## src/sv/ofb_pkg.sv

```systemverilog
package ofb_pkg;

    // Field widths
    localparam int PIX_W  = 8;
    localparam int COL_W  = 12;
    localparam int WID_W  = 13;
    localparam int THR_W  = 8;
    localparam int NCH    = 3;

    // Blend datapath widths: span fits the width field, numerator < 256 * span
    localparam int SPAN_W = WID_W;
    localparam int QUO_W  = PIX_W;
    localparam int NUM_W  = SPAN_W + PIX_W;

    // Configuration port
    localparam int DATA_W = 32;
    localparam int ADDR_W = 4;

    localparam int MAX_WIDTH_DEF = 4096;

    localparam logic [COL_W-1:0] START_RST = COL_W'(0);
    localparam logic [WID_W-1:0] WIDTH_RST = WID_W'(640);
    localparam logic [THR_W-1:0] THR_RST   = THR_W'(50);

    // Register index, byte address 4*index
    typedef enum logic [ADDR_W-3:0] {
        REG_OVERLAP_START  = 2'd0,
        REG_IMAGE_WIDTH    = 2'd1,
        REG_DARK_THRESHOLD = 2'd2
    } t_reg_idx;

    typedef struct packed {
        logic [COL_W-1:0] overlap_start;
        logic [WID_W-1:0] image_width;
        logic [THR_W-1:0] dark_threshold;
    } t_cfg;

    // Word leaving the front stage: both pixels plus the two weights and divisor
    typedef struct packed {
        logic                       valid;
        logic [NCH-1:0][PIX_W-1:0]  scene;
        logic [NCH-1:0][PIX_W-1:0]  warped;
        logic [SPAN_W-1:0]          ws;
        logic [SPAN_W-1:0]          ww;
        logic [SPAN_W-1:0]          div;
    } t_front;

    // Word moving along the divider cells
    typedef struct packed {
        logic                       valid;
        logic [NCH-1:0][NUM_W-1:0]  rem;
        logic [NCH-1:0][QUO_W-1:0]  quo;
        logic [SPAN_W-1:0]          div;
    } t_div;

endpackage

```

## src/sv/ofb_in_if.sv

```systemverilog
interface ofb_in_if
    import ofb_pkg::*;
();
    logic             valid;
    logic             ready;
    logic [COL_W-1:0] column;
    logic [PIX_W-1:0] scene_b;
    logic [PIX_W-1:0] scene_g;
    logic [PIX_W-1:0] scene_r;
    logic [PIX_W-1:0] warped_b;
    logic [PIX_W-1:0] warped_g;
    logic [PIX_W-1:0] warped_r;

    modport source (
        output valid, column, scene_b, scene_g, scene_r, warped_b, warped_g, warped_r,
        input  ready
    );
    modport sink (
        input  valid, column, scene_b, scene_g, scene_r, warped_b, warped_g, warped_r,
        output ready
    );
endinterface

```

## src/sv/ofb_out_if.sv

```systemverilog
interface ofb_out_if
    import ofb_pkg::*;
();
    logic             valid;
    logic             ready;
    logic [PIX_W-1:0] out_b;
    logic [PIX_W-1:0] out_g;
    logic [PIX_W-1:0] out_r;

    modport source (
        output valid, out_b, out_g, out_r,
        input  ready
    );
    modport sink (
        input  valid, out_b, out_g, out_r,
        output ready
    );
endinterface

```

## src/sv/ofb_cfg.sv

```systemverilog
module ofb_cfg
    import ofb_pkg::*;
#(
    parameter int MAX_WIDTH = MAX_WIDTH_DEF
) (
    input  logic              i_clk,
    input  logic              i_rst_n,
    input  logic              psel,
    input  logic              penable,
    input  logic              pwrite,
    input  logic [ADDR_W-1:0] paddr,
    input  logic [DATA_W-1:0] pwdata,
    output logic [DATA_W-1:0] prdata,
    output logic              pready,
    output t_cfg              o_cfg
);

    t_cfg             r_cfg;
    t_cfg             n_cfg;
    t_reg_idx         idx;
    logic [WID_W-1:0] wid_raw;

    assign idx     = t_reg_idx'(paddr[ADDR_W-1:2]);
    assign wid_raw = pwdata[WID_W-1:0];
    assign pready  = 1'b1;
    assign o_cfg   = r_cfg;

    // Decode a write; saturate the width at the maximum
    always_comb begin
        n_cfg = r_cfg;
        if (psel && penable && pwrite) begin
            case (idx)
                REG_OVERLAP_START:  n_cfg.overlap_start  = pwdata[COL_W-1:0];
                REG_IMAGE_WIDTH: begin
                    n_cfg.image_width = (32'(wid_raw) > 32'(MAX_WIDTH)) ?
                                        WID_W'(MAX_WIDTH) : wid_raw;
                end
                REG_DARK_THRESHOLD: n_cfg.dark_threshold = pwdata[THR_W-1:0];
                default:            n_cfg = r_cfg;
            endcase
        end
    end

    always_ff @(posedge i_clk) begin
        if (!i_rst_n) begin
            r_cfg.overlap_start  <= START_RST;
            r_cfg.image_width    <= WIDTH_RST;
            r_cfg.dark_threshold <= THR_RST;
        end else begin
            r_cfg <= n_cfg;
        end
    end

    // Read back
    always_comb begin
        case (idx)
            REG_OVERLAP_START:  prdata = DATA_W'(r_cfg.overlap_start);
            REG_IMAGE_WIDTH:    prdata = DATA_W'(r_cfg.image_width);
            REG_DARK_THRESHOLD: prdata = DATA_W'(r_cfg.dark_threshold);
            default:            prdata = '0;
        endcase
    end

endmodule

```

## src/sv/ofb_front.sv

```systemverilog
module ofb_front
    import ofb_pkg::*;
(
    input  logic   i_clk,
    input  logic   i_rst_n,
    input  t_cfg   i_cfg,
    ofb_in_if.sink i_pix,
    input  logic   i_adv,
    output t_front o_word
);

    t_front            r_word;
    t_front            n_word;
    logic              col_lo;
    logic              col_hi;
    logic              dark;
    logic [COL_W-1:0]  col_ofs;
    logic [SPAN_W-1:0] span;
    logic              take;

    assign i_pix.ready = !r_word.valid || i_adv;
    assign take        = i_pix.valid && i_pix.ready;
    assign o_word      = r_word;

    // Classify the column and pick weights; pass-through cases divide by one
    always_comb begin
        col_lo  = i_pix.column < i_cfg.overlap_start;
        col_hi  = {1'b0, i_pix.column} >= i_cfg.image_width;
        dark    = (i_pix.warped_b < i_cfg.dark_threshold) &&
                  (i_pix.warped_g < i_cfg.dark_threshold) &&
                  (i_pix.warped_r < i_cfg.dark_threshold);
        col_ofs = i_pix.column - i_cfg.overlap_start;
        span    = i_cfg.image_width - {1'b0, i_cfg.overlap_start};

        n_word.valid  = i_pix.valid;
        n_word.scene  = {i_pix.scene_r, i_pix.scene_g, i_pix.scene_b};
        n_word.warped = {i_pix.warped_r, i_pix.warped_g, i_pix.warped_b};
        if (col_lo || (!col_hi && dark)) begin
            n_word.ws  = SPAN_W'(1);
            n_word.ww  = '0;
            n_word.div = SPAN_W'(1);
        end else if (col_hi) begin
            n_word.ws  = '0;
            n_word.ww  = SPAN_W'(1);
            n_word.div = SPAN_W'(1);
        end else begin
            n_word.ws  = span - SPAN_W'(col_ofs);
            n_word.ww  = SPAN_W'(col_ofs);
            n_word.div = span;
        end
    end

    always_ff @(posedge i_clk) begin
        if (!i_rst_n) begin
            r_word.valid <= 1'b0;
        end else if (i_pix.ready) begin
            r_word.valid <= i_pix.valid;
        end
    end

    always_ff @(posedge i_clk) begin
        if (take) begin
            r_word.scene  <= n_word.scene;
            r_word.warped <= n_word.warped;
            r_word.ws     <= n_word.ws;
            r_word.ww     <= n_word.ww;
            r_word.div    <= n_word.div;
        end
    end

endmodule

```

## src/sv/ofb_mul.sv

```systemverilog
module ofb_mul
    import ofb_pkg::*;
(
    input  logic   i_clk,
    input  logic   i_rst_n,
    input  t_front i_word,
    output logic   o_ready,
    input  logic   i_adv,
    output t_div   o_word
);

    t_div r_word;
    t_div n_word;
    logic take;

    assign o_ready = !r_word.valid || i_adv;
    assign take    = i_word.valid && o_ready;
    assign o_word  = r_word;

    // Weighted sum per channel: scene * ws + warped * ww
    always_comb begin
        n_word.valid = i_word.valid;
        n_word.div   = i_word.div;
        n_word.quo   = '0;
        for (int k = 0; k < NCH; k++) begin
            n_word.rem[k] = NUM_W'(i_word.scene[k])  * NUM_W'(i_word.ws) +
                            NUM_W'(i_word.warped[k]) * NUM_W'(i_word.ww);
        end
    end

    always_ff @(posedge i_clk) begin
        if (!i_rst_n) begin
            r_word.valid <= 1'b0;
        end else if (o_ready) begin
            r_word.valid <= i_word.valid;
        end
    end

    always_ff @(posedge i_clk) begin
        if (take) begin
            r_word.rem <= n_word.rem;
            r_word.quo <= n_word.quo;
            r_word.div <= n_word.div;
        end
    end

endmodule

```

## src/sv/ofb_cell.sv

```systemverilog
module ofb_cell
    import ofb_pkg::*;
#(
    parameter int BIT = 0
) (
    input  logic i_clk,
    input  logic i_rst_n,
    input  t_div i_word,
    output logic o_ready,
    input  logic i_adv,
    output t_div o_word
);

    t_div             r_word;
    t_div             n_word;
    logic [NUM_W-1:0] dshift;
    logic             take;

    assign o_ready = !r_word.valid || i_adv;
    assign take    = i_word.valid && o_ready;
    assign o_word  = r_word;

    // One restoring step: subtract the shifted divisor where it fits
    always_comb begin
        dshift = NUM_W'(i_word.div) << BIT;
        n_word = i_word;
        for (int k = 0; k < NCH; k++) begin
            if (i_word.rem[k] >= dshift) begin
                n_word.rem[k]      = i_word.rem[k] - dshift;
                n_word.quo[k][BIT] = 1'b1;
            end
        end
    end

    always_ff @(posedge i_clk) begin
        if (!i_rst_n) begin
            r_word.valid <= 1'b0;
        end else if (o_ready) begin
            r_word.valid <= i_word.valid;
        end
    end

    always_ff @(posedge i_clk) begin
        if (take) begin
            r_word.rem <= n_word.rem;
            r_word.quo <= n_word.quo;
            r_word.div <= n_word.div;
        end
    end

endmodule

```

## src/sv/overlap_feather_blend.sv

```systemverilog
// Overlap feather blend: stitches one BGR pixel per word.
//
// i_pix carries a column, the second camera's pixel and the matching warped
// pixel; o_pix returns the stitched pixel, one output word per input word,
// in order. Left of the overlap the scene pixel passes, past the image
// width the warped pixel passes, and inside the overlap the two are mixed
// as floor((scene*(W-d) + warped*d)/W) unless the warped pixel is dark.
// The APB port holds overlap_start (0x0), image_width (0x4) and
// dark_threshold (0x8); write it only while no word is in flight.
//
// Ten registers lie in a row: one front stage, one multiply stage and eight
// divider cells, each cell settling one quotient bit; the last cell register
// drives o_pix. Throughput is one word per cycle while the receiver keeps
// taking words. Every stage holds its word while the next one is full, so a
// stalled receiver backs up stage by stage and i_pix.ready falls only when
// all stages are full. Empty stages keep filling while a result waits. Reset
// empties the pipeline and loads the register reset values (0, 640, 50).
module overlap_feather_blend
    import ofb_pkg::*;
#(
    parameter int MAX_WIDTH = MAX_WIDTH_DEF
) (
    input  logic              i_clk,
    input  logic              i_rst_n,
    ofb_in_if.sink            i_pix,
    ofb_out_if.source         o_pix,
    input  logic              psel,
    input  logic              penable,
    input  logic              pwrite,
    input  logic [ADDR_W-1:0] paddr,
    input  logic [DATA_W-1:0] pwdata,
    output logic [DATA_W-1:0] prdata,
    output logic              pready
);

    localparam int NCELL = QUO_W;

    t_cfg               cfg;
    t_front             w_front;
    logic               mul_rdy;
    t_div               w_div  [NCELL+1];
    logic [NCELL:0]     cell_rdy;

    ofb_cfg #(
        .MAX_WIDTH (MAX_WIDTH)
    ) u_cfg (
        .i_clk   (i_clk),
        .i_rst_n (i_rst_n),
        .psel    (psel),
        .penable (penable),
        .pwrite  (pwrite),
        .paddr   (paddr),
        .pwdata  (pwdata),
        .prdata  (prdata),
        .pready  (pready),
        .o_cfg   (cfg)
    );

    ofb_front u_front (
        .i_clk   (i_clk),
        .i_rst_n (i_rst_n),
        .i_cfg   (cfg),
        .i_pix   (i_pix),
        .i_adv   (mul_rdy),
        .o_word  (w_front)
    );

    ofb_mul u_mul (
        .i_clk   (i_clk),
        .i_rst_n (i_rst_n),
        .i_word  (w_front),
        .o_ready (mul_rdy),
        .i_adv   (cell_rdy[0]),
        .o_word  (w_div[0])
    );

    // Divider chain, most significant quotient bit first
    assign cell_rdy[NCELL] = o_pix.ready;

    for (genvar c = 0; c < NCELL; c++) begin : g_cell
        ofb_cell #(
            .BIT (NCELL - 1 - c)
        ) u_cell (
            .i_clk   (i_clk),
            .i_rst_n (i_rst_n),
            .i_word  (w_div[c]),
            .o_ready (cell_rdy[c]),
            .i_adv   (cell_rdy[c+1]),
            .o_word  (w_div[c+1])
        );
    end

    // Last cell register is the output register
    assign o_pix.valid = w_div[NCELL].valid;
    assign o_pix.out_b = w_div[NCELL].quo[0];
    assign o_pix.out_g = w_div[NCELL].quo[1];
    assign o_pix.out_r = w_div[NCELL].quo[2];

    // A ready receiver lets every stage advance
    a_ready_chain: assert property (@(posedge i_clk) disable iff (!i_rst_n)
        o_pix.ready |-> i_pix.ready)
        else $error("input stalled while output ready");

    // Weights always sum to the divisor
    a_weight_sum: assert property (@(posedge i_clk) disable iff (!i_rst_n)
        w_front.valid |->
            (({1'b0, w_front.ws} + {1'b0, w_front.ww}) == {1'b0, w_front.div}))
        else $error("blend weights do not sum to divisor");

    // Never divide by zero
    a_div_nonzero: assert property (@(posedge i_clk) disable iff (!i_rst_n)
        w_front.valid |-> (w_front.div != '0))
        else $error("zero divisor entered the divider");

    // Final remainder below the divisor on every channel
    a_rem_bound: assert property (@(posedge i_clk) disable iff (!i_rst_n)
        w_div[NCELL].valid |->
            ((w_div[NCELL].rem[0] < NUM_W'(w_div[NCELL].div)) &&
             (w_div[NCELL].rem[1] < NUM_W'(w_div[NCELL].div)) &&
             (w_div[NCELL].rem[2] < NUM_W'(w_div[NCELL].div))))
        else $error("divider remainder out of range");

endmodule

```

## src/flat_wrapper.sv

```systemverilog
// flat-port wrapper written by rule: the top's interface ports become plain ports
module overlap_feather_blend_flat import ofb_pkg::*;
#(
    parameter int MAX_WIDTH = MAX_WIDTH_DEF
)
  (i_clk, i_rst_n, psel, penable, pwrite, paddr, pwdata, prdata, pready, i_pix_valid, i_pix_column, i_pix_scene_b, i_pix_scene_g, i_pix_scene_r, i_pix_warped_b, i_pix_warped_g, i_pix_warped_r, i_pix_ready, o_pix_valid, o_pix_out_b, o_pix_out_g, o_pix_out_r, o_pix_ready);
  ofb_in_if i_pix_i ();
  ofb_out_if o_pix_i ();
  input  logic i_clk;
  input  logic i_rst_n;
  input  logic psel;
  input  logic penable;
  input  logic pwrite;
  input  logic [ADDR_W-1:0] paddr;
  input  logic [DATA_W-1:0] pwdata;
  output logic [DATA_W-1:0] prdata;
  output logic pready;
  input wire logic [$bits(i_pix_i.valid)-1:0] i_pix_valid;
  input wire logic [$bits(i_pix_i.column)-1:0] i_pix_column;
  input wire logic [$bits(i_pix_i.scene_b)-1:0] i_pix_scene_b;
  input wire logic [$bits(i_pix_i.scene_g)-1:0] i_pix_scene_g;
  input wire logic [$bits(i_pix_i.scene_r)-1:0] i_pix_scene_r;
  input wire logic [$bits(i_pix_i.warped_b)-1:0] i_pix_warped_b;
  input wire logic [$bits(i_pix_i.warped_g)-1:0] i_pix_warped_g;
  input wire logic [$bits(i_pix_i.warped_r)-1:0] i_pix_warped_r;
  output wire logic [$bits(i_pix_i.ready)-1:0] i_pix_ready;
  output wire logic [$bits(o_pix_i.valid)-1:0] o_pix_valid;
  output wire logic [$bits(o_pix_i.out_b)-1:0] o_pix_out_b;
  output wire logic [$bits(o_pix_i.out_g)-1:0] o_pix_out_g;
  output wire logic [$bits(o_pix_i.out_r)-1:0] o_pix_out_r;
  input wire logic [$bits(o_pix_i.ready)-1:0] o_pix_ready;
  assign i_pix_i.valid = i_pix_valid;
  assign i_pix_i.column = i_pix_column;
  assign i_pix_i.scene_b = i_pix_scene_b;
  assign i_pix_i.scene_g = i_pix_scene_g;
  assign i_pix_i.scene_r = i_pix_scene_r;
  assign i_pix_i.warped_b = i_pix_warped_b;
  assign i_pix_i.warped_g = i_pix_warped_g;
  assign i_pix_i.warped_r = i_pix_warped_r;
  assign i_pix_ready = i_pix_i.ready;
  assign o_pix_valid = o_pix_i.valid;
  assign o_pix_out_b = o_pix_i.out_b;
  assign o_pix_out_g = o_pix_i.out_g;
  assign o_pix_out_r = o_pix_i.out_r;
  assign o_pix_i.ready = o_pix_ready;
  overlap_feather_blend #(.MAX_WIDTH(MAX_WIDTH)) u_core (.i_clk(i_clk), .i_rst_n(i_rst_n), .i_pix(i_pix_i), .o_pix(o_pix_i), .psel(psel), .penable(penable), .pwrite(pwrite), .paddr(paddr), .pwdata(pwdata), .prdata(prdata), .pready(pready));
endmodule
```

## config.mk

```make
export PLATFORM = sky130hd
export DESIGN_NAME = overlap_feather_blend_flat
export DESIGN_NICKNAME = d
export VERILOG_FILES = /design/src/sv/ofb_pkg.sv /design/src/sv/ofb_in_if.sv /design/src/sv/ofb_out_if.sv /design/src/sv/ofb_cfg.sv /design/src/sv/ofb_front.sv /design/src/sv/ofb_mul.sv /design/src/sv/ofb_cell.sv /design/src/sv/overlap_feather_blend.sv /design/src/flat_wrapper.sv
export SDC_FILE = /design/constraint.sdc
export NUM_CORES = 2
export LEC_CHECK = 0
export BUFFER_PORTS_ARGS = -buffer_cell sky130_fd_sc_hd__buf_2
export CORE_MARGIN = 10
export CORE_UTILIZATION = 40
export CTS_BUF_LIST = sky130_fd_sc_hd__clkbuf_16
export DETAILED_ROUTE_END_ITERATION = 6
export GPL_TIMING_DRIVEN = 1
export SLEW_MARGIN = 20
export SYNTH_ARGS = -nofsm -noshare
export SYNTH_HDL_FRONTEND = slang
export SYNTH_SLANG_ARGS = --single-unit
```

## constraint.sdc

```tcl
create_clock -name i_clk -period 12.6 [get_ports i_clk]
set_input_delay 2.52 -clock i_clk [delete_from_list [all_inputs] [get_ports i_clk]]
set_output_delay 2.52 -clock i_clk [all_outputs]
set_load 0.005 [all_outputs]
```

==> key figures <==
Global route
  • First-pass GRT wire length: 256000 um
  • Total grt overflow: 0
  • Total GRT Usage: 0.179
  • Initial antenna violation count: 0
  • Number of global-route vias before repair: roughly 46k
  • Largest net degree at the start of global routing: 86

Worst setup path
  • Critical path type: input port to output port
  • Worst path max stage delay: approximately 480 ps
  • Crit path max-delay cell type: nor2b_1
  • Worst Setup Start Kind: input port
  • Crit path DAT: roughly 4700 ps
  • Setup crit end kind: output port
  • CP required: 10080 ps
  • Worst-path cell chain: buf_2, nor2b_1, nand3_1, nor2_1, and3_1, and3_1, nand2_1, buf_2
  • CP max FO: 6

Final layout
  • Layout cells sized above 1: 0.0667
  • Commonest cells after routing, fill and taps aside: inv_1 (828), edfxtp_1 (802), ha_1 (590)
  • Nets: between 7k and 8k
  • Most common cell after layout, fill and taps aside: inv_1
  • Final Cell Area: 72100 sq um
  • FILL cells: roughly 16k
  • Layout Area Growth over Synthesis: 9.27%
  • Final Non-Filler Cells: approximately 8.6k

STA
  • Fmax: 0.139 GHz
  • Fin worst setup slack: between 5000 and 6000 ps
  • Final Skew: approximately 32 ps
  • Clock period minus worst slack: around 7200 ps
  • Final Hold Fails: 0
  • Final hold slack: 404 ps
  • Setup violators final: 0
  • Worst slew margin: 0.273
  • Worst slew pin tran: roughly 1100 ps
  • Tcrit/Tclk final: 0.571
  • Fin. max-slew vios: 0
  • Total Neg Setup Slack: 0 ps
  • RSZ-0062 raised after global routing: false

Yosys
  • Area share of fa/ha/maj cells after synthesis: 0.264
  • Synth area leaders: edfxtp_1 (36%), fa_1 (15%), ha_1 (11%)
  • Multiplexer share of the synthesized area: 0.0220
  • Share of async-settable or async-resettable flops after synthesis: 0
  • Compound-Gate Fraction of Synth Area: 0.101
  • Unique masters post-synth: 82
  • Area share of the largest cell type after synthesis: 0.365
  • Synthesized instance count: just over 6k
  • Sequential-to-total area share from yosys stat: 0.378
  • Largest family of logic cells by synthesized area: adder cells
  • Avg Inst Size Synth: approximately 11 sq um
  • Number of enable flip-flop cells after synthesis: 802
  • Synthesis-stage register bit count: 845
  • Synth Area in Simple Gates: 0.134
  • Yosys top cell by area: edfxtp_1
  • Area of the mapped netlist: 66000 sq um
  • Synth warnings: 0
  • Prevailing post-synth register cell: edfxtp_1
  • Xor and xnor area share after synthesis: 0.0440

Min path
  • Worst Hold Class: flip-flop to flip-flop

Die
  • Die width: 426 um
  • Core area: approximately 160000 sq um
  • Initial Utilization: 0.401
  • IO Count: approximately 160
  • Full die area: ~180000 sq um
  • Die H: approximately 430 um
  • Std-Cell Rows: about 150

Place
  • Dpl cell area: roughly 70000 sq um
  • IO buf count: 120
  • Placed Cells: about 8.4k
  • Detailed placer's ending HPWL: around 130000 um
  • Gpl congestion: slightly below 0.9
  • Post-place setup slack: roughly 5400 ps

Status
  • Status: complete, no violations

Route
  • Routed WL: 162000 um
  • Pre-antenna DRT Iters: 5
  • Residual DRC: 0
  • Via density: between 5 and 6
  • 1st-iter DRT viols: about 2.4k
  • Routed Antenna Nets: 0
  • Avg WL per Cell: between 15 and 20 um
  • Via count: 44.1k

Clock tree
  • Later-pin clock latency in the skew report: about 700 ps
  • Reg clk slew, reported paths: roughly 60 ps
  • Num CTS Buffers: 93
  • Clock net sink count: about 850
  • CTS root buf: clkbuf_16
  • # Post-CTS Setup Buffers: 0
  • CTS tree: built
  • CTS H-tree depth: 3
  • Post-CTS Resized: 0
  • Deepest clock path buffer count: 3
  • Cts hold-fix bufs: 0

Power and ir drop
  • LEAKAGE: 30.0 nW
  • Pwr/cell area: 223 nW/um^2
  • Max VDD drop: around 0.54 mV

Job
  • Max-Cap Viols: 0
==> critical path, delay by kind of cell <==
kind,cells,cell delay (ps)
buf+inv,2,240
simple gates,6,1920
==> per-layer routing <==
layer	part of all wire	global-route usage	wire (um)	vias up
met5	0	0	0	-
met2	0.50	0.319	80900	909
met1	0.40	0.207	65700	21300
met4	0.062	0.0951	10000	0
li1	-	-	-	21500
met3	0.035	0.0253	5690	322
==> metrics by stage <==
step	utilization	power (W)
after global placement	0.420	0.0133
final	0.439	0.0161
after CTS	0.439	0.0162
after global routing	0.439	0.0177
after detailed placement	0.420	0.0134
after floorplan	-	0.0109
==> registers in the layout, summed over array words and instances, names as in the netlist <==
register / flops
u_core.g_cell.u_cell.o_word: 648
u_core.u_front.o_word: 87
u_core.u_mul.o_word: 77
u_core.u_cfg.o_cfg: 33
==> cells in the mapped netlist (9+ instances only) <==
cell type  number
inv_1         807
edfxtp_1      802
ha_1          590
nand2_1       517
fa_1          501
nor2_1        359
a21oi_1       345
and2_1        332
o21ai_0       256
xnor2_1       173
xor2_1        159
clkbuf_1      151
a21o_1        117
nor2b_1       111
mux2_2         87
nor3_1         76
nand2b_1       72
o21a_1         67
nand3_1        56
mux2i_1        47
nand4_1        46
dfxtp_1        43
nor4_1         43
or3_1          41
a211oi_1       32
o31ai_1        30
o211ai_1       28
o21bai_1       27
a31oi_1        24
and3_1         20
buf_4          20
a21boi_0       17
or4_1          15
nand4b_1       13
o41ai_1        13
o31a_1         12
nor4b_1        11
and4_1         10
nor3b_1        10
o22ai_1        10
a2111oi_0       9
a22oi_1         9
==> cells by family after synthesis <==
family / count (synthesis)
adders and majority gates: 1091
and+or+nand+nor: 1759
DFF: 845
muxes: 134
other: 2
xor gates and xnor gates: 332
buffers and inverters: 989
AOI/OAI and AO/OA: 1067
==> cell type report <==
class | instances | area, sq um | share of cell area
inverters | 807 | 3030 | 0.0420
multi-input cells | 4403 | 37400 | 0.519
repair buffers | 167 | 953 | 0.0132
diodes | 1 | 2.50 | 0.0000347
flip-flops and latches | 845 | 24900 | 0.346
well taps | 2189 | 2740 | 0.0380
clock buffers | 93 | 2330 | 0.0323
clock inverters | 74 | 689 | 0.00956
==> final timing paths <==
check	depth (start not counted)	slack (ps)	to	from
worst max-delay path	8	5400	i_pix_ready	o_pix_ready
worst min-delay path	0	400	u_core.g_cell[5].u_cell.o_word[36]$_DFFE_PP_	u_core.g_cell[4].u_cell.o_word[36]$_DFFE_PP_
worst max register to register	17	5740	u_core.u_mul.o_word[78]$_DFFE_PP_	u_core.u_front.o_word[72]$_DFFE_PP_
worst min register to register	0	400	u_core.g_cell[5].u_cell.o_word[36]$_DFFE_PP_	u_core.g_cell[4].u_cell.o_word[36]$_DFFE_PP_
==> power by group <==
part / total, W / leakage, nW / switching (W) / internal, W
Clock: 0.00271 / 1.55 / 0.00114 / 0.00157
Sequential: 0.00392 / 7.57 / 0.000162 / 0.00376
Combinational: 0.00947 / 20.9 / 0.00548 / 0.00399
(Power assumes the default switching activity.)
